===== src/rtl/assert_macros.svh =====
// shared assertion macros for the rtl folder
`ifndef ASSERT_MACROS_SVH
`define ASSERT_MACROS_SVH

// same-cycle implication, checked out of reset
`define ASSERT_SAME(label, clk, rst, pre, post) \
  label: assert property (@(posedge clk) disable iff (rst) (pre) |-> (post)) \
    else $error("same-cycle implication failed");

// next-cycle implication, checked out of reset
`define ASSERT_NEXT(label, clk, rst, pre, post) \
  label: assert property (@(posedge clk) disable iff (rst) (pre) |=> (post)) \
    else $error("next-cycle implication failed");

`endif


===== src/rtl/owm_pkg.sv =====
// ----------------------------------------------------------------------------
// owm_pkg
// Shared constants of the one-wire bus master: register indexes, register
// widths and reset values, command codes.
// ----------------------------------------------------------------------------
package owm_pkg;

  // register index and data widths
  localparam int unsigned CFG_INDEX_W = 3;
  localparam int unsigned CFG_DATA_W  = 10;
  localparam int unsigned LONG_REG_W  = 10;
  localparam int unsigned SHORT_REG_W = 8;
  // widest limit, covers every count width in range
  localparam int unsigned LIMIT_W     = 16;

  typedef logic [CFG_INDEX_W-1:0] cfg_index_t;
  typedef logic [LONG_REG_W-1:0]  long_reg_t;
  typedef logic [SHORT_REG_W-1:0] short_reg_t;

  // register indexes
  localparam cfg_index_t REG_RESET_LOW      = 3'd0;
  localparam cfg_index_t REG_RELEASE_WAIT   = 3'd1;
  localparam cfg_index_t REG_PRES_START_LIM = 3'd2;
  localparam cfg_index_t REG_PRES_END_LIM   = 3'd3;
  localparam cfg_index_t REG_SHORT_LOW      = 3'd4;
  localparam cfg_index_t REG_LONG_LOW       = 3'd5;
  localparam cfg_index_t REG_SAMPLE_DELAY   = 3'd6;
  localparam cfg_index_t REG_READ_RECOVER   = 3'd7;

  // register reset values
  localparam long_reg_t  RST_RESET_LOW      = 10'd600;
  localparam short_reg_t RST_RELEASE_WAIT   = 8'd10;
  localparam long_reg_t  RST_PRES_START_LIM = 10'd200;
  localparam long_reg_t  RST_PRES_END_LIM   = 10'd240;
  localparam short_reg_t RST_SHORT_LOW      = 8'd2;
  localparam short_reg_t RST_LONG_LOW       = 8'd60;
  localparam short_reg_t RST_SAMPLE_DELAY   = 8'd12;
  localparam short_reg_t RST_READ_RECOVER   = 8'd50;

  // command codes
  localparam logic [1:0] ACT_NONE  = 2'd0;
  localparam logic [1:0] ACT_RESET = 2'd1;
  localparam logic [1:0] ACT_WRITE = 2'd2;
  localparam logic [1:0] ACT_READ  = 2'd3;

endpackage


===== src/rtl/one_wire_bus_master.sv =====
// ----------------------------------------------------------------------------
// one_wire_bus_master
// One-wire bus master sequencer: reset with presence detect, byte write and
// byte read, stepped by one tick per accepted input transaction.
// ----------------------------------------------------------------------------
// channel  | direction | handshake            | payload
// ---------+-----------+----------------------+-------------------------------
// in       | in        | in_valid / in_stall  | action, tx_byte, line_in
// out      | out       | out_valid / out_stall| drive_low, busy_res, done_res,
//          |           |                      | presence_ok, rx_byte
// cfg      | in        | cfg_valid / cfg_ready| cfg_index, cfg_data
//
// one tick is taken per cycle unless in_stall holds it; its result sits in the
// output register on the next cycle.
// the next-state logic is one counter increment and one limit compare.
// in_stall is raised only while a result waits in the output register and the
// receiver stalls it.
// rst is synchronous, clears sequencer state and loads register defaults.
// cfg_ready is always high.
// ----------------------------------------------------------------------------
module one_wire_bus_master
  import owm_pkg::*;
#(
  parameter int unsigned COUNT_WIDTH = 10
) (
  input  logic                  clk,
  input  logic                  rst,
  // tick input
  input  logic                  in_valid,
  output logic                  in_stall,
  input  logic [1:0]            action,
  input  logic [7:0]            tx_byte,
  input  logic                  line_in,
  // result output
  output logic                  out_valid,
  input  logic                  out_stall,
  output logic                  drive_low,
  output logic                  busy_res,
  output logic                  done_res,
  output logic                  presence_ok,
  output logic [7:0]            rx_byte,
  // register writes
  input  logic                  cfg_valid,
  output logic                  cfg_ready,
  input  logic [CFG_INDEX_W-1:0] cfg_index,
  input  logic [CFG_DATA_W-1:0] cfg_data
);

  `include "assert_macros.svh"

  // sequencer phases
  localparam logic [3:0] PH_IDLE       = 4'd0;
  localparam logic [3:0] PH_RST_LOW    = 4'd1;
  localparam logic [3:0] PH_RST_WAIT   = 4'd2;
  localparam logic [3:0] PH_PRES_START = 4'd3;
  localparam logic [3:0] PH_PRES_END   = 4'd4;
  localparam logic [3:0] PH_WR_LOW     = 4'd5;
  localparam logic [3:0] PH_WR_HIGH    = 4'd6;
  localparam logic [3:0] PH_RD_LOW     = 4'd7;
  localparam logic [3:0] PH_RD_WAIT    = 4'd8;
  localparam logic [3:0] PH_RD_RECOVER = 4'd9;

  localparam logic [LIMIT_W-1:0] CNT_MAX =
    LIMIT_W'((32'd1 << COUNT_WIDTH) - 32'd1);

  typedef logic [COUNT_WIDTH-1:0] count_t;

  // configuration registers
  long_reg_t  reset_low_time;
  short_reg_t release_wait_time;
  long_reg_t  presence_start_limit;
  long_reg_t  presence_end_limit;
  short_reg_t short_low_time;
  short_reg_t long_low_time;
  short_reg_t sample_delay;
  short_reg_t read_recover_time;

  // sequencer state
  logic [3:0] phase;
  count_t     time_count;
  logic [2:0] bit_index;
  logic [7:0] shift_byte;
  logic       presence_flag;
  logic [7:0] rx_hold;

  logic [3:0] phase_next;
  count_t     time_count_next;
  logic [2:0] bit_index_next;
  logic [7:0] shift_byte_next;
  logic       presence_flag_next;
  logic [7:0] rx_hold_next;
  logic       drive_next;
  logic       done_next;

  logic in_accept;

  // zero counts as one, anything past the counter range is clamped
  function automatic count_t eff_limit(input long_reg_t v);
    logic [LIMIT_W-1:0] w;
    begin
      w = (v == '0) ? LIMIT_W'(1) : LIMIT_W'(v);
      if (w > CNT_MAX) begin
        w = CNT_MAX;
      end
      return w[COUNT_WIDTH-1:0];
    end
  endfunction

  assign in_accept = in_valid && !in_stall;
  assign in_stall  = out_valid && out_stall;
  assign cfg_ready = 1'b1;

  // next state for one tick
  always_comb begin
    long_reg_t lim_raw;
    count_t    lim;
    count_t    tc_inc;
    logic      seg_end;

    phase_next         = phase;
    time_count_next    = time_count;
    bit_index_next     = bit_index;
    shift_byte_next    = shift_byte;
    presence_flag_next = presence_flag;
    rx_hold_next       = rx_hold;
    drive_next         = 1'b0;
    done_next          = 1'b0;

    // command start in idle
    if (phase == PH_IDLE && action != ACT_NONE) begin
      time_count_next = '0;
      bit_index_next  = '0;
      case (action)
        ACT_RESET: phase_next = PH_RST_LOW;
        ACT_WRITE: begin
          shift_byte_next = tx_byte;
          phase_next      = PH_WR_LOW;
        end
        default: begin
          shift_byte_next = '0;
          phase_next      = PH_RD_LOW;
        end
      endcase
    end

    // segment length of the current phase
    case (phase_next)
      PH_RST_LOW:    lim_raw = reset_low_time;
      PH_RST_WAIT:   lim_raw = LONG_REG_W'(release_wait_time);
      PH_PRES_START: lim_raw = presence_start_limit;
      PH_PRES_END:   lim_raw = presence_end_limit;
      PH_WR_LOW:     lim_raw = LONG_REG_W'(shift_byte_next[0] ? short_low_time
                                                             : long_low_time);
      PH_WR_HIGH:    lim_raw = LONG_REG_W'(shift_byte_next[0] ? long_low_time
                                                             : short_low_time);
      PH_RD_LOW:     lim_raw = LONG_REG_W'(short_low_time);
      PH_RD_WAIT:    lim_raw = LONG_REG_W'(sample_delay);
      PH_RD_RECOVER: lim_raw = LONG_REG_W'(read_recover_time);
      default:       lim_raw = LONG_REG_W'(1);
    endcase
    lim     = eff_limit(lim_raw);
    tc_inc  = time_count_next + count_t'(1);
    seg_end = (tc_inc >= lim);

    // phase actions
    unique case (phase_next)
      PH_IDLE: begin
      end
      PH_RST_LOW: begin
        drive_next      = 1'b1;
        time_count_next = seg_end ? '0 : tc_inc;
        if (seg_end) begin
          phase_next = PH_RST_WAIT;
        end
      end
      PH_RST_WAIT: begin
        time_count_next = seg_end ? '0 : tc_inc;
        if (seg_end) begin
          phase_next = PH_PRES_START;
        end
      end
      PH_PRES_START: begin
        if (!line_in) begin
          phase_next      = PH_PRES_END;
          time_count_next = '0;
        end else if (seg_end) begin
          presence_flag_next = 1'b0;
          done_next          = 1'b1;
          phase_next         = PH_IDLE;
          time_count_next    = '0;
          bit_index_next     = '0;
        end else begin
          time_count_next = tc_inc;
        end
      end
      PH_PRES_END: begin
        if (line_in || seg_end) begin
          presence_flag_next = line_in;
          done_next          = 1'b1;
          phase_next         = PH_IDLE;
          time_count_next    = '0;
          bit_index_next     = '0;
        end else begin
          time_count_next = tc_inc;
        end
      end
      PH_WR_LOW: begin
        drive_next      = 1'b1;
        time_count_next = seg_end ? '0 : tc_inc;
        if (seg_end) begin
          phase_next = PH_WR_HIGH;
        end
      end
      PH_WR_HIGH: begin
        time_count_next = seg_end ? '0 : tc_inc;
        if (seg_end) begin
          shift_byte_next = {1'b0, shift_byte_next[7:1]};
          if (bit_index_next == 3'd7) begin
            done_next      = 1'b1;
            phase_next     = PH_IDLE;
            bit_index_next = '0;
          end else begin
            bit_index_next = bit_index_next + 3'd1;
            phase_next     = PH_WR_LOW;
          end
        end
      end
      PH_RD_LOW: begin
        drive_next      = 1'b1;
        time_count_next = seg_end ? '0 : tc_inc;
        if (seg_end) begin
          phase_next = PH_RD_WAIT;
        end
      end
      PH_RD_WAIT: begin
        time_count_next = seg_end ? '0 : tc_inc;
        if (seg_end) begin
          phase_next = PH_RD_RECOVER;
        end
      end
      PH_RD_RECOVER: begin
        // sample on the first recovery tick
        if (time_count_next == '0) begin
          shift_byte_next = {line_in, shift_byte_next[7:1]};
        end
        time_count_next = seg_end ? '0 : tc_inc;
        if (seg_end) begin
          if (bit_index_next == 3'd7) begin
            rx_hold_next   = shift_byte_next;
            done_next      = 1'b1;
            phase_next     = PH_IDLE;
            bit_index_next = '0;
          end else begin
            bit_index_next = bit_index_next + 3'd1;
            phase_next     = PH_RD_LOW;
          end
        end
      end
      default: begin
        phase_next      = PH_IDLE;
        time_count_next = '0;
        bit_index_next  = '0;
      end
    endcase
  end

  // control state, configuration and output valid
  always_ff @(posedge clk) begin
    if (rst) begin
      reset_low_time       <= RST_RESET_LOW;
      release_wait_time    <= RST_RELEASE_WAIT;
      presence_start_limit <= RST_PRES_START_LIM;
      presence_end_limit   <= RST_PRES_END_LIM;
      short_low_time       <= RST_SHORT_LOW;
      long_low_time        <= RST_LONG_LOW;
      sample_delay         <= RST_SAMPLE_DELAY;
      read_recover_time    <= RST_READ_RECOVER;
      phase                <= PH_IDLE;
      time_count           <= '0;
      bit_index            <= '0;
      shift_byte           <= '0;
      presence_flag        <= 1'b0;
      rx_hold              <= '0;
      out_valid            <= 1'b0;
    end else begin
      // register write decode
      if (cfg_valid) begin
        unique case (cfg_index)
          REG_RESET_LOW:      reset_low_time       <= cfg_data;
          REG_RELEASE_WAIT:   release_wait_time    <= cfg_data[SHORT_REG_W-1:0];
          REG_PRES_START_LIM: presence_start_limit <= cfg_data;
          REG_PRES_END_LIM:   presence_end_limit   <= cfg_data;
          REG_SHORT_LOW:      short_low_time       <= cfg_data[SHORT_REG_W-1:0];
          REG_LONG_LOW:       long_low_time        <= cfg_data[SHORT_REG_W-1:0];
          REG_SAMPLE_DELAY:   sample_delay         <= cfg_data[SHORT_REG_W-1:0];
          REG_READ_RECOVER:   read_recover_time    <= cfg_data[SHORT_REG_W-1:0];
          default: begin
          end
        endcase
      end
      // sequencer advance
      if (in_accept) begin
        phase         <= phase_next;
        time_count    <= time_count_next;
        bit_index     <= bit_index_next;
        shift_byte    <= shift_byte_next;
        presence_flag <= presence_flag_next;
        rx_hold       <= rx_hold_next;
      end
      // output register occupancy
      if (in_accept) begin
        out_valid <= 1'b1;
      end else if (!out_stall) begin
        out_valid <= 1'b0;
      end
    end
  end

  // result payload
  always_ff @(posedge clk) begin
    if (in_accept) begin
      drive_low   <= drive_next;
      busy_res    <= (phase_next != PH_IDLE);
      done_res    <= done_next;
      presence_ok <= presence_flag_next;
      rx_byte     <= rx_hold_next;
    end
  end

  // checks
  `ASSERT_SAME(a_done_not_busy, clk, rst, out_valid && done_res, !busy_res)
  `ASSERT_SAME(a_drive_while_busy, clk, rst, out_valid && drive_low, busy_res)
  `ASSERT_SAME(a_bit_idle_clear, clk, rst, bit_index != 3'd0, phase != PH_IDLE)
  `ASSERT_NEXT(a_accept_fills_out, clk, rst, in_valid && !in_stall, out_valid)

endmodule

===== config.mk =====
export PLATFORM = sky130hd
export DESIGN_NAME = one_wire_bus_master
export DESIGN_NICKNAME = d
export VERILOG_FILES = /design/src/rtl/owm_pkg.sv /design/src/rtl/one_wire_bus_master.sv
export VERILOG_INCLUDE_DIRS = /design/src /design/src/rtl
export SDC_FILE = /design/constraint.sdc
export NUM_CORES = 1
export LEC_CHECK = 0
export BUFFER_PORTS_ARGS = -buffer_cell sky130_fd_sc_hd__buf_2
export CORE_ASPECT_RATIO = 0.7
export CORE_MARGIN = 2
export CORE_UTILIZATION = 45
export CTS_CLUSTER_SIZE = 12
export DETAILED_ROUTE_END_ITERATION = 10
export GPL_TIMING_DRIVEN = 0
export PLACE_DENSITY = 0.61
export SLEW_MARGIN = 15
export SYNTH_ARGS = -nofsm -noshare
export SYNTH_HDL_FRONTEND = slang
export SYNTH_SLANG_ARGS = --single-unit
export TNS_END_PERCENT = 50

===== constraint.sdc =====
create_clock -name clk -period 4.9 [get_ports clk]
set_input_delay 0.98 -clock clk [delete_from_list [all_inputs] [get_ports clk]]
set_output_delay 0.98 -clock clk [all_outputs]
set_load 0.03 [all_outputs]

==> run_results.csv, run 1 <==
group,metric,value,unit
die,core,0.0134,mm2
logic_synthesis,syn-num-nets,826,
die,boundaryPins,44,
critical_path,arrival,4940,ps
critical_path,critPathCaptureType,"register",
clock_network,cts.clk_slew.worst_paths,60,ps
critical_path,crit_required,5020,ps
logic_synthesis,synth.distinct_cells,69,
logic_synthesis,syn-instance-count,779,
sta,fin_setup_tns,0,ps
die,dieArea,0.0148,mm2
placed_design,dp_hpwl,14700,um
critical_path,crit_fanout,10,
clock_network,htreeDepth,4,
cells_and_area,drive_gt1_share,18.5,%
sta,slew-limit-headroom,25.9,%
sta,fin_skew,7.87,ps
critical_path,start_kind,"input pin",
placed_design,io_buffers,30,
logic_synthesis,synth-edff-count,12,
power,power.leakage,2.93,nW
drt,wire_per_inst,20.2,um
global_routing,track_usage,29.0,%
worst_hold_path,hold_class,"reg2reg",
run,maxCapViolCount,0,
global_routing,antenna_found_initial,0,
logic_synthesis,synth.avg_cell_area,8.00,um2
cells_and_area,nNetsFinal,899,
drt,drt_iter0_drc,750,
sta,layout_setup_ws,75.1,ps
sta,hold_viol_final,0,
sta,final_max_slew_viol_count,0,
critical_path,worstPathCellList,"buf_2 > inv_2 > ha_4 > buf_6 > nor4_1 > a22oi_2 > nor2_4 > buf_8 > a221oi_4 > o221ai_2 > nor4_1 > a41o_1 > ha_1 > nand2b_1 > a21oi_2 > o221ai_2 > a21oi_2 > o21ai_4 > a2111oi_4 > nand4_1",
clock_network,cts_hold_buffers,0,
die,start_util,46.6,%
global_routing,globalRouteOverflowTotal,0,
logic_synthesis,ys_async_sr_fraction,0,%
global_routing,grt_max_degree,22,
clock_network,cts_sinks,117,
drt,first_pass_iters,5,
sta,setup_violations,0,
cells_and_area,diodes,0,
placed_design,gp_congestion,0.913,
cells_and_area,multi_input_area,0.00374,mm2
cells_and_area,utilization,57.9,%
die,fp.dieH,102,um
clock_network,clk_latency,420,ps
critical_path,critPathTopFamily,"compound AO/OA/AOI/OAI gates",
die,dieWidth,145,um
logic_synthesis,ys.flop_type,"dfxtp_1",
critical_path,crit_buf_inv,4,
clock_network,clk_root_buffer_cell,"clkbuf_16",
critical_path,max_stage_delay,420,ps
global_routing,grt_pass1_vias,5791,
placed_design,pre_cts_slack,-1590,ps
power,power_density,407,mW/mm2
critical_path,crit_type,"in2reg",
clock_network,cts_tree,"built",
drt,drc,0,
sta,period_share,98.5,%
logic_synthesis,ys_seq_area_share,39.5,%
critical_path,critPathSlowestCell,"a2111oi_4",
power,vdd_drop_max,0.240,mV
clock_network,numCtsBuffers,17,
outcome,status,"completed",
global_routing,grt_pass1_wl,32100,um
placed_design,dp_cells,996,
sta,worst_pin_slew,1110,ps
logic_synthesis,ys_ff_latch,117,
logic_synthesis,ys.warnings.count,0,
cells_and_area,seq_area,0.00246,mm2
clock_network,clk_path_buf_depth,2,
die,rows,35,
drt,post_drt_via_cell_ratio,6.14,
logic_synthesis,syn_area,0.00623,mm2
cells_and_area,syn_to_final_growth,24.2,%
drt,via_count,6445,
sta,max_freq,207,MHz
cells_and_area,fin_cells,1050,
cells_and_area,most-common-layout-cells,"151 x nand2_1, 105 x dfxtp_1, 74 x a21oi_1",
cells_and_area,fill_cells,1215,
cells_and_area,final_common_cell,"nand2_1",
drt,postRouteAntennaNets,0,
sta,period_minus_slack,4820,ps
drt,drt-total-wl,21200,um
## final timing paths
kind | startpoint | slack (ps) | cells past startpoint | end
max | action[1] | 80 | 20 | busy_res
min reg2reg | release_wait_time[0] | 460 | 2 | release_wait_time[0]
max reg2reg | phase[0] | 100 | 17 | busy_res
min | release_wait_time[0] | 460 | 2 | release_wait_time[0]
## cell usage after synthesis (all sizes together), types with 9 or more instances
| cell | instances | area share (%) |
|---|---|---|
| o21ai | 27 | 2.2 |
| inv | 28 | 1.7 |
| nand2 | 152 | 9.2 |
| nand4 | 14 | 1.4 |
| clkbuf | 48 | 3.0 |
| ha | 18 | 3.6 |
| a21oi | 79 | 6.3 |
| mux2i | 20 | 3.4 |
| a221oi | 9 | 1.3 |
| nand2b | 12 | 1.2 |
| o31ai | 9 | 1.1 |
| o211ai | 12 | 1.4 |
| dfxtp | 105 | 34 |
| edfxtp | 12 | 5.8 |
| a22oi | 35 | 4.3 |
| nand3 | 34 | 2.7 |
| nor2 | 55 | 3.4 |
## metal layers
| metal | global-route usage, % | share of wire, % | vias up | wire [um] |
|---|---|---|---|---|
| met4 | 9.78 | 1.3 | 0 | 282 |
| met3 | 8.58 | 12 | 30 | 2490 |
| met5 | 0 | 0 | - | 0 |
| met2 | 39.4 | 41 | 365 | 8690 |
| met1 | 43.3 | 46 | 3091 | 9740 |
| li1 | - | - | 2959 | - |
## timing repair
| action | in CTS | in global routing |
|---|---|---|
| pin swaps | 7 | 17 |
| setup endpoints to repair | 45 | 44 |
| setup buffers | 9 | 13 |
| gates resized for setup | 32 | 39 |
## logic make-up after synthesis
| kind of cell | synth area share, % |
|---|---|
| buffers and inverters | 5.22 |
| muxes | 4.86 |
| DFF | 39.5 |
| xor gates and xnor gates | 0.844 |
| other | 0.0602 |
| adders and majority gates | 3.62 |
| and+or+nand+nor | 22.4 |
| AOI/OAI and AO/OA | 23.5 |
## power breakdown
part / internal (mW) / total (mW) / switching (mW) / leakage, nW
Clock: 0.730 / 1.21 / 0.485 / 0.281
Combinational: 0.327 / 0.904 / 0.577 / 1.67
Sequential: 1.01 / 1.03 / 0.0256 / 0.972
Total: 2.06 / 3.15 / 1.09 / 2.93
## registers in the layout, indices dropped and copies added (netlist names), 3 cells and up
name	cells
bit_index	3
reset_low_time	10
rx_byte	8
shift_byte	8
release_wait_time	8
sample_delay	8
read_recover_time	8
presence_end_limit	10
presence_start_limit	10
rx_hold	8
short_low_time	8
time_count	10
phase	4
long_low_time	8
## area by class of cell
| cell class | instances | share of cell area, % |
|---|---|---|
| Clock inverter | 13 | 1.55 |
| Sequential cell | 117 | 31.8 |
| Tap cell | 185 | 2.99 |
| Inverter | 29 | 1.41 |
| Buffer | 54 | 3.27 |
| Multi-Input combinational cell | 579 | 48.4 |
| Timing Repair Buffer | 54 | 4.74 |
| Clock buffer | 19 | 5.85 |
## worst min-delay path, stage by stage, from the launching register on
cell and delay [ps]:
dfxtp_1 310, nand2_1 50, a21oi_1 50
## metrics by stage
stage | hold slack [ps] | power (mW) | cell area [um2]
final | 457 | 3.15 | 7740
after global placement | 441 | 1.72 | 6630
after CTS | 457 | 3.01 | 7440
after global routing | 475 | 3.26 | 7740
after detailed placement | 450 | 1.74 | 6650
after floorplan | 436 | 1.52 | 6240
Power figures use the tool's default switching activity.
==> run 2, diff against run 1 <==
CORE_ASPECT_RATIO = 2   (was 0.7)
==> run_results.csv, run 2 (same netlist as run 1, synthesis figures left out) <==
group,metric,value,unit
power,power.leakage,3.04,nW
die,rows,60,
critical_path,crit_required,5060,ps
sta,final_max_slew_viol_count,0,
cells_and_area,most-common-layout-cells,"150 x nand2_1, 105 x dfxtp_1, 73 x a21oi_1",
critical_path,critPathTopFamily,"compound AO/OA/AOI/OAI gates",
die,boundaryPins,44,
sta,fin_setup_tns,0,ps
drt,drc,0,
placed_design,io_buffers,30,
power,power_density,426,mW/mm2
global_routing,grt_pass1_vias,6305,
drt,first_pass_iters,5,
drt,wire_per_inst,21.0,um
critical_path,max_stage_delay,390,ps
critical_path,arrival,5030,ps
cells_and_area,final_common_cell,"nand2_1",
power,p_seq_share,30.5,%
placed_design,gp_congestion,0.945,
die,dieWidth,87.2,um
run,maxCapViolCount,0,
placed_design,placed_cell_area,0.00662,mm2
power,p_int,2.29,mW
clock_network,numCtsBuffers,17,
critical_path,critPathSlowestCell,"mux2_2",
clock_network,clk_path_buf_depth,2,
global_routing,grt_pass1_wl,33000,um
drt,via_count,6369,
power,p_sw,1.10,mW
cells_and_area,drive_gt1_share,19.9,%
clock_network,cts.clk_slew.worst_paths,50,ps
sta,worst_pin_slew,1160,ps
critical_path,crit_type,"in2reg",
placed_design,dp_hpwl,15500,um
cells_and_area,diodes,0,
worst_hold_path,hold_class,"reg2reg",
power,finalPower,3.39,mW
critical_path,crit_top_cell,"buf_4",
drt,post_drt_via_cell_ratio,6.18,
sta,hold_viol_final,0,
outcome,status,"completed",
global_routing,globalRouteOverflowTotal,0,
sta,max_freq,205,MHz
critical_path,crit_buf_inv,7,
cells_and_area,fin_cells,1030,
global_routing,track_usage,29.3,%
placed_design,dp_cells,966,
die,fp.dieH,170,um
critical_path,crit_fanout,10,
cells_and_area,syn_to_final_growth,27.8,%
cells_and_area,stdcell_area,0.00796,mm2
clock_network,cts_sinks,117,
power,p_clk_share,40.0,%
die,dieArea,0.0149,mm2
drt,postRouteAntennaNets,0,
critical_path,critPathCaptureType,"register",
sta,period_minus_slack,4870,ps
global_routing,grt_max_degree,22,
critical_path,start_kind,"input pin",
cells_and_area,utilization,58.9,%
clock_network,clk_latency,410,ps
critical_path,r2r_slack,90,ps
cells_and_area,nNetsFinal,909,
clock_network,cts_tree,"built",
drt,drt-total-wl,21600,um
global_routing,antenna_found_initial,0,
power,p_comb_share,29.5,%
critical_path,worstPathCellList,"buf_2 > inv_4 > ha_4 > buf_8 > nand2b_2 > o32ai_4 > mux2i_4 > buf_12 > buf_4 > o21ai_1 > a211oi_2 > a41o_1 > ha_1 > nand2b_4 > a21oi_4 > o221ai_4 > a21o_2 > buf_4 > a21oi_4 > buf_4 > nor2_4 > mux2_2",
clock_network,clk_root_buffer_cell,"clkbuf_16",
sta,slew-limit-headroom,22.6,%
die,core,0.0135,mm2
clock_network,htreeDepth,4,
sta,setup_violations,0,
drt,drt_iter0_drc,455,
sta,fin_skew,10.7,ps
power,vdd_drop_max,0.279,mV
die,start_util,46.1,%
sta,rsz0062_at_grt,"yes",
power,switching_share,32.4,%
sta,period_share,99.3,%
[run 2: cell count changes in the layout (fill, tap and decap cells not counted), sizes merged]
cell | before | now
clkbuf | 63 | 70
clkinv | 5 | 3
bufinv | 1 | 3
inv | 34 | 30
buf | 64 | 72
clkinvlp | 2 | 1
[run 2: path summary, 6_finish.rpt]
path,endpoint,cells past startpoint,from
worst max-delay path,rx_byte[7],22,action[1]
worst min-delay path,read_recover_time[3],2,read_recover_time[3]
worst max register to register,done_res,19,phase[1]
worst min register to register,read_recover_time[3],2,read_recover_time[3]
[run 2: power groups by stage]
| stage | clock [mW] | combinational (mW) | sequential [mW] |
|---|---|---|---|
| after CTS | 1.37 | 0.832 | 1.03 |
| final | 1.36 | 1.00 | 1.03 |
| after detailed placement | 0 | 0.698 | 1.05 |
| after global placement | 0 | 0.682 | 1.05 |
| after global routing | 1.40 | 1.05 | 1.04 |
| after floorplan | 0 | 0.454 | 1.06 |
[run 2: metal layers]
| layer | wire, um | share of wire, % | global-route usage (%) | vias up |
|---|---|---|---|---|
| li1 | - | - | - | 2976 |
| met1 | 7150 | 33 | 27.3 | 3042 |
| met2 | 12000 | 56 | 57.0 | 254 |
| met3 | 844 | 3.9 | 4.51 | 97 |
| met4 | 1620 | 7.5 | 17.5 | 0 |
| met5 | 0 | 0 | 0 | - |
[run 2: cell type report]
class                           instances  area, um2
Sequential cell                       117       2460
Timing Repair Buffer                   64        459
Multi-Input combinational cell        579       3820
Fill cell                            1201       5550
Inverter                               29        111
Buffer                                 54        262
Tap cell                              155        194
Clock inverter                          8        133
Clock buffer                           24        515
[run 2: per-stage QoR]
step	hold slack, ps	setup WS (ps)
CTS	453	16.1
global placement	442	-1730
finish	455	31.9
detailed placement	446	-1790
global route	472	-68.0
floorplan	436	-16.8
[run 2: timing repair]
| action | 4_1_cts | 5_1_grt |
|---|---|---|
| hold endpoints to repair | 0 | 0 |
| resized for setup | 52 | 38 |
| cloned | 1 | 0 |
| setup buffers | 13 | 18 |
| hold buffers | 0 | 0 |
| setup endpoints to repair | 45 | 22 |
| pin swaps | 17 | 23 |
[run 2: worst reg2reg max path, delay by kind of cell (launching register included)]
| family | cells | cell delay [ps] |
|---|---|---|
| compound gates | 9 | 1760 |
| buf+inv | 5 | 1200 |
| simple gates | 4 | 800 |
| flops | 1 | 500 |
| fa+ha+maj | 1 | 240 |
==> run 3, diff against run 2 <==
BUFFER_PORTS_ARGS = unset   (was -buffer_cell sky130_fd_sc_hd__buf_2)
DONT_BUFFER_PORTS = 1   (was unset)
PLACE_DENSITY = 0.58   (was 0.61)
==> run_results.csv, run 3 (same netlist as run 1, synthesis figures left out) <==
group,metric,value,unit
clock_network,cts_hold_buffers,0,
power,power_density,419,mW/mm2
die,dieWidth,87.2,um
critical_path,crit_required,5040,ps
clock_network,cts_sinks,117,
clock_network,numCtsBuffers,17,
drt,post_drt_via_cell_ratio,6.20,
drt,wire_per_inst,21.3,um
global_routing,grt_pass1_wl,32000,um
drt,drt-total-wl,20900,um
die,rows,60,
sta,hold_viol_final,0,
global_routing,track_usage,28.7,%
die,start_util,46.1,%
global_routing,grt_max_degree,22,
placed_design,io_buffers,0,
die,boundaryPins,44,
clock_network,clk_path_buf_depth,2,
sta,fin_setup_tns,0,ps
critical_path,arrival,4920,ps
die,dieArea,0.0149,mm2
power,vdd_drop_max,0.250,mV
sta,setup_violations,0,
drt,postRouteAntennaNets,0,
cells_and_area,most-common-layout-cells,"151 x nand2_1, 105 x dfxtp_1, 75 x a21oi_1",
clock_network,htreeDepth,4,
cells_and_area,stdcell_area,0.00740,mm2
cells_and_area,utilization,54.7,%
critical_path,crit_type,"in2reg",
cells_and_area,drive_gt1_share,13.7,%
clock_network,cts_tree,"built",
clock_network,clk_root_buffer_cell,"clkbuf_16",
placed_design,gp_congestion,0.919,
cells_and_area,nNetsFinal,860,
run,maxCapViolCount,0,
sta,max_freq,210,MHz
cells_and_area,final_common_cell,"nand2_1",
drt,first_pass_iters,6,
sta,worst_pin_slew,1220,ps
global_routing,globalRouteOverflowTotal,0,
sta,final_max_slew_viol_count,0,
die,core,0.0135,mm2
sta,hold_ws,457,ps
global_routing,antenna_found_initial,0,
critical_path,critPathCaptureType,"register",
cells_and_area,diodes,0,
critical_path,crit_fanout,10,
clock_network,clk_latency,420,ps
cells_and_area,syn_to_final_growth,18.7,%
worst_hold_path,hold_class,"reg2reg",
drt,drc,0,
clock_network,cts.clk_slew.worst_paths,70,ps
sta,period_share,97.4,%
placed_design,placed_cell_area,0.00645,mm2
placed_design,dp_hpwl,15300,um
power,finalPower,3.10,mW
power,power.leakage,2.73,nW
drt,via_count,6072,
global_routing,grt_pass1_vias,5904,
outcome,status,"completed",
critical_path,start_kind,"input pin",
sta,slew-limit-headroom,17.8,%
sta,fin_skew,12.8,ps
sta,period_minus_slack,4770,ps
die,fp.dieH,170,um
drt,drt_iter0_drc,645,
## run 3: cell count changes in the layout (fill, tap and decap cells not counted), sizes merged
cell | previous run | this run
clkinvlp | 1 | 4
bufinv | 3 | 1
inv | 30 | 34
buf | 72 | 22
clkinv | 3 | 2
clkbuf | 70 | 66
## run 3: worst paths after layout
check / startpoint / endpoint / slack, ps / cells after the start
setup / recovery: action[1] / busy_res / 130 / 17
hold / removal: short_low_time[5] / short_low_time[5] / 460 / 2
setup reg to reg: phase[0] / busy_res / 180 / 17
hold reg to reg: short_low_time[5] / short_low_time[5] / 460 / 2
## run 3: cell type report
| type | count | area [um2] |
|---|---|---|
| plain buffers | 54 | 248 |
| clock buffers | 19 | 464 |
| clock inverters | 12 | 115 |
| fillers | 1299 | 6120 |
| inverters | 29 | 109 |
| multi-input cells | 579 | 3680 |
| flip-flops and latches | 117 | 2460 |
| well taps | 155 | 194 |
| repair buffers | 15 | 123 |
## run 3: repair_timing
item,CTS,global route
resized for setup,30,24
setup endpoints to repair,45,42
pin swaps,7,9
setup buffers,11,3
## run 3: through the flow
step	setup slack (ps)	instances
final	127	980
after global routing	-31.0	980
after CTS	12.7	977
after detailed placement	-1570	935
after global placement	-1530	934
after floorplan	-16.8	779
## run 3: metal layers
metal	share of wire (%)	global-route usage, %
met5	0	0
met4	6.1	17.3
met3	4.0	4.75
met2	54	52.9
met1	35	29.1
## run 3: power by group
group / switching (mW) / internal (mW) / leakage (nW)
registers: 0.0481 / 1.01 / 0.972
logic: 0.517 / 0.281 / 1.48
clock network: 0.500 / 0.745 / 0.275
total: 1.07 / 2.03 / 2.73
## run 3: worst max-delay path, cell delays in order
cell	delay, ps
inv_1	110
ha_4	170
clkbuf_4	200
nand2b_1	300
o32ai_4	180
a211oi_4	460
o221ai_2	160
nor4_2	350
a41o_1	240
ha_1	220
nand2b_1	150
a21oi_2	160
o221ai_2	170
a21oi_2	270
o21ai_4	150
a2111oi_4	470
nand4_1	170
